==> config.mk <==
export PLATFORM = sky130hd
export DESIGN_NAME = ism_ctrl
export DESIGN_NICKNAME = d
export VERILOG_FILES = /design/src/hdl/ism_pkg.sv /design/src/hdl/ism_ctrl.sv
export SDC_FILE = /design/constraint.sdc
export NUM_CORES = 1
export LEC_CHECK = 0
export BUFFER_PORTS_ARGS = -buffer_cell sky130_fd_sc_hd__buf_2
export CAP_MARGIN = 10
export CORE_AREA = 2 2 39 41
export DETAILED_ROUTE_END_ITERATION = 16
export DIE_AREA = 0 0 41 43
export HOLD_SLACK_MARGIN = 0.05
export PLACE_DENSITY = 0.73
export SYNTH_ARGS = -nofsm -noshare
export SYNTH_HDL_FRONTEND = slang
export SYNTH_SLANG_ARGS = --single-unit
==> constraint.sdc <==
create_clock -name clk -period 4.03 [get_ports clk]
set_input_delay 0.806 -clock clk [delete_from_list [all_inputs] [get_ports clk]]
set_output_delay 0.806 -clock clk [all_outputs]
set_load 0.05 [all_outputs]
==> src/hdl/ism_pkg.sv <==
// ----------------------------------------------------------------------------
// ism_pkg
// Shared sizes, types and helpers for the interval subscription matcher.
// ----------------------------------------------------------------------------
package ism_pkg;

	localparam int NUM_SUBS   = 1024;
	localparam int NUM_ATTRS  = 16;
	localparam int VALUE_BITS = 20;

	// Fixed field widths of the item and result ports.
	localparam int CMD_W   = 1;
	localparam int SUB_W   = 10;
	localparam int ATTR_W  = 4;
	localparam int FIELD_W = 20;
	localparam int MATCH_W = 11;

	// Slots are held sixteen to a memory word.
	localparam int LANES     = 16;
	localparam int LANE_W    = $clog2(LANES);
	localparam int LCNT_W    = $clog2(LANES + 1);
	localparam int WORDS     = (NUM_SUBS + LANES - 1) / LANES;
	localparam int WORD_W    = (WORDS > 1) ? $clog2(WORDS) : 1;
	localparam int AIDX_W    = (NUM_ATTRS > 1) ? $clog2(NUM_ATTRS) : 1;
	localparam int CNT_W     = $clog2(NUM_SUBS + 1);

	localparam logic [CMD_W-1:0] CMD_INSERT = 1'b0;
	localparam logic [CMD_W-1:0] CMD_PAIR   = 1'b1;

	typedef logic [VALUE_BITS-1:0] value_t;

	typedef struct packed {
		value_t lo;
		value_t hi;
	} bounds_t;

	// Controller to datapath.
	typedef struct packed {
		logic              clr;
		logic              ins;
		logic              rd;
		logic              fin;
		logic [WORD_W-1:0] addr;
	} ism_cmd_t;

	// Datapath to controller.
	typedef struct packed {
		logic out_busy;
		logic last;
	} ism_sts_t;

	function automatic logic [LCNT_W-1:0] popcount(input logic [LANES-1:0] v);
		logic [LCNT_W-1:0] n;
		n = '0;
		for (int i = 0; i < LANES; i++) begin
			n = n + LCNT_W'(v[i]);
		end
		return n;
	endfunction

endpackage

==> src/hdl/ism_ctrl.sv <==
// ----------------------------------------------------------------------------
// ism_ctrl
// Sequencer: clearing pass, insert write, word sweep and result hand-off.
// ----------------------------------------------------------------------------
module ism_ctrl (
	input  logic                clk,
	input  logic                arst_n,
	input  logic                accept,
	input  logic                command,
	input  ism_pkg::ism_sts_t   sts,
	output logic                in_ready,
	output ism_pkg::ism_cmd_t   cmd
);

	typedef enum logic [2:0] {CLEAR, IDLE, INS, SWEEP, DRAIN, DONE} state_t;

	state_t                    state_q;
	logic [ism_pkg::WORD_W-1:0] word_q;
	logic                      last_word;

	assign last_word = (word_q == ism_pkg::WORD_W'(ism_pkg::WORDS - 1));
	assign in_ready  = (state_q == IDLE);

	always_comb begin
		cmd      = '0;
		cmd.addr = word_q;
		unique case (state_q)
			CLEAR:   cmd.clr = 1'b1;
			INS:     cmd.ins = 1'b1;
			SWEEP:   cmd.rd  = 1'b1;
			DONE:    cmd.fin = !sts.out_busy;
			default: cmd     = cmd;
		endcase
	end

	always_ff @(posedge clk or negedge arst_n) begin
		if (!arst_n) begin
			state_q <= CLEAR;
			word_q  <= '0;
		end else begin
			unique case (state_q)
				CLEAR: begin
					word_q <= word_q + 1'b1;
					if (last_word) begin
						word_q  <= '0;
						state_q <= IDLE;
					end
				end
				IDLE: begin
					word_q <= '0;
					if (accept) begin
						state_q <= (command == ism_pkg::CMD_PAIR) ? SWEEP : INS;
					end
				end
				INS: state_q <= IDLE;
				SWEEP: begin
					word_q <= word_q + 1'b1;
					if (last_word) begin
						word_q  <= '0;
						state_q <= DRAIN;
					end
				end
				DRAIN: state_q <= sts.last ? DONE : IDLE;
				DONE: begin
					if (!sts.out_busy) begin
						state_q <= IDLE;
					end
				end
				default: state_q <= IDLE;
			endcase
		end
	end

endmodule

==> metrics.log <==
INFO  metric design.die.area = 1760 µm²
INFO  metric core_area = 1380 µm²
INFO  metric hold_ws = 0.380 ns
INFO  metric hpwl_detailed = 1.01 mm
INFO  metric post-route-cell-area = 706 µm²
INFO  metric synthFlopType = sky130_fd_sc_hd__dfrtp_1
INFO  metric worst_hold_path_type = primary input to asynchronous set/reset pin
INFO  metric num_io_pins = 17
INFO  metric cts-buffers-inserted = 3
INFO  metric postCtsHoldBufs = 0
INFO  metric dieWidth = 41 µm
INFO  metric via_count = 616
INFO  metric drt-initial-drc-count = 34
INFO  metric maxSlewHeadroom = 0.660
INFO  metric synthesis.area = 624 µm²
INFO  metric timing.rr.start = word_q[0]$_DFFE_PN0P_
INFO  metric antenna_found_initial = 0
INFO  metric proportion_of_layout_cells_with_a_drive_suffix_above_1 = 0.267
INFO  metric min_period_over_period = 0.594
INFO  metric layout_min_cycle_time = 2.39 ns
INFO  metric max_slew.worst_pin.slew = 0.510 ns
INFO  metric outcome = finished clean
INFO  metric routed_wire_length = 1.46 mm
INFO  metric finalSetupTns = 0 ns
INFO  metric route.detailed.vias_per_inst = 6.04
INFO  metric leakage = 0.316 nW
INFO  metric finalPower = 167 µW
INFO  metric syn_area_per_cell = 8.92 µm²
INFO  metric remaining_routing_drc_violations = 0
INFO  metric drt_first_pass_iters = 5
INFO  metric number_of_sinks_handled_by_clock_tree_synthesis = 9
INFO  metric setup_viol_count_final = 0
INFO  metric synth.ff_latch_count = 9
INFO  metric timing.critical_path.arrival = 1.59 ns
INFO  metric critical_path_class = flop to output port
INFO  metric die-height = 43 µm
INFO  metric grt_first_pass_wirelength = 2.25 mm
INFO  metric overall_overflow_remaining_after_global_route = 0
INFO  metric synth_nets = 77
INFO  metric synthAdderAreaFrac = 0.0200
INFO  metric synth-compound-area-share = 0.230
INFO  metric gp_routability_congestion = 0.854
INFO  metric start_util = 0.451
INFO  metric vdd_drop_max = 0.000112 V
INFO  metric grt_max_degree = 19
INFO  metric finalHoldViolCount = 0
INFO  metric worstRegToRegCells = 5
INFO  metric power_density_over_cell_area = 236 nW/µm²
INFO  metric synthDistinctLibCells = 28
INFO  metric sequential_cell_area_fraction_in_the_yosys_report = 0.361
INFO  metric combinational_family_with_the_most_area_after_synthesis = simple AND/OR/NAND/NOR gates
INFO  metric clk_pin_slew_worst_paths = 0.07 ns
INFO  metric areaGrowthSynthToFinish = 13.0%
INFO  metric r2r_slack = 2.33 ns
INFO  metric timing.clock.skew = 0.00774 ns
INFO  metric detail-route-antenna-nets = 0
INFO  metric crit_required = 3.22 ns
INFO  metric ctsLongestPathBuffers = 2
INFO  metric synth_enable_flop_cells = 0
INFO  metric crit_path_end_kind = output port
INFO  metric wl_per_cell = 14.4 µm
INFO  metric synth_async_sr_flop_share = 1.00
INFO  metric clock_insertion_delay_worst_skew = 0.27 ns
INFO  metric fraction_of_the_mapped_netlist_area_in_simple_logic_gates = 0.305
INFO  metric muxShareOfSynthArea = 0
INFO  metric final_net_count = 94
INFO  metric achievable-frequency = 0.418 GHz
INFO  metric cts_tree = built
INFO  metric dpl-instance-area = 679 µm²
INFO  metric rr_endpoint = word_q[5]$_DFFE_PN0P_
INFO  metric cts_resized = 0
INFO  metric sort_of_element_at_the_start_of_the_critical_path = flop
INFO  metric final_core_utilization = 0.510
INFO  metric most_frequent_cells_in_the_layout = sky130_fd_sc_hd__buf_2 (16), sky130_fd_sc_hd__dfrtp_1 (9), sky130_fd_sc_hd__nor2_1 (8), sky130_fd_sc_hd__a21oi_1 (8)
INFO  metric layout.cells.most_common = sky130_fd_sc_hd__buf_2
INFO  metric std_cell_rows = 14
INFO  metric clock-root-buffer = sky130_fd_sc_hd__clkbuf_4
INFO  metric highest_fanout_seen_on_the_critical_path = 12
INFO  metric antenna_cells = 0
INFO  metric htreeDepth = 1
INFO  metric input_output_buffers = 16
INFO  metric cts.repair_timing.setup_buffer_count = 0
INFO  metric rsz0062_at_grt = no
INFO  metric post_synth_xor_area_fraction = 0
INFO  metric synthCells = 70
INFO  metric yosys_warnings = 0
INFO  metric max_cap_violations = 0
INFO  metric globalRouteTotalUtil = 0.193
INFO  metric first_global_vias = 488
INFO  metric final-max-slew-violation-count = 0
synth_stat cells, types with 2 or more instances:
master | count | share of area
sky130_fd_sc_hd__nand2b_1 | 5 | 0.050
sky130_fd_sc_hd__dfrtp_1 | 9 | 0.36
sky130_fd_sc_hd__nor2b_1 | 2 | 0.020
sky130_fd_sc_hd__nand2_1 | 5 | 0.030
sky130_fd_sc_hd__a32o_1 | 2 | 0.032
sky130_fd_sc_hd__a21oi_1 | 8 | 0.064
sky130_fd_sc_hd__inv_1 | 2 | 0.012
sky130_fd_sc_hd__nor3_1 | 4 | 0.032
sky130_fd_sc_hd__buf_6 | 4 | 0.072
sky130_fd_sc_hd__nor2_1 | 8 | 0.048
sky130_fd_sc_hd__nand3_1 | 4 | 0.032
final cells by class:
type / count / area, µm²
timing repair buffer: 16 / 80.1
sequential: 9 / 225
fill: 134 / 678
clock buffer: 4 / 26.3
inverter: 2 / 7.51
multi-input combinational: 55 / 347
tap: 16 / 20.0
state kept, by name, indices dropped and copies added (netlist names):
register / count
state_q: 3
word_q: 6
worst max-delay path, stage by stage, from the launching register on:
cell and delay [ns]:
sky130_fd_sc_hd__dfrtp_1 0.51, sky130_fd_sc_hd__inv_1 0.21, sky130_fd_sc_hd__nand2_1 0.13, sky130_fd_sc_hd__nor3b_1 0.19, sky130_fd_sc_hd__buf_2 0.28
power breakdown:
part | switching [mW] | internal (mW)
Combinational | 0.00266 | 0.00197
Clock | 0.0335 | 0.0382
Sequential | 0 | 0.0903
Total | 0.0362 | 0.130
cells by family (layout without fill, tap and decap cells):
group,Yosys count,after routing
simple gates,34,34
compound gates,20,20
flops,9,9
buf+inv,6,22
fa+ha+maj,1,1
worst max-delay path by stage:
stage | from | endpoint | slack (ns) | cells after the start
after floorplan | sts[1] | cmd[6] | 1.26 | 1
after global placement | sts[1] | cmd[6] | 1.86 | 3
after detailed placement | sts[1] | cmd[6] | 1.86 | 3
after CTS | state_q[1]$_DFFE_PN0P_ | cmd[6] | 1.65 | 4
after global routing | state_q[1]$_DFFE_PN0P_ | cmd[6] | 1.47 | 4
final | state_q[1]$_DFFE_PN0P_ | cmd[6] | 1.64 | 4
metrics by stage:
stage                     setup WS (ns)  std cells
after global placement             1.86         98
final                              1.64        102
after detailed placement           1.86         98
after global routing               1.47        102
after CTS                          1.65        102
after floorplan                    1.26         70
layer usage:
layer  track usage  share of wire  vias up
met5             0              0        -
met4         0.100          0.014        0
met3        0.0628          0.072        4
met2         0.256           0.45       37
met1         0.270           0.46      278
li1              -              -      297
Note: power is estimated with default switching activity, not from simulation.
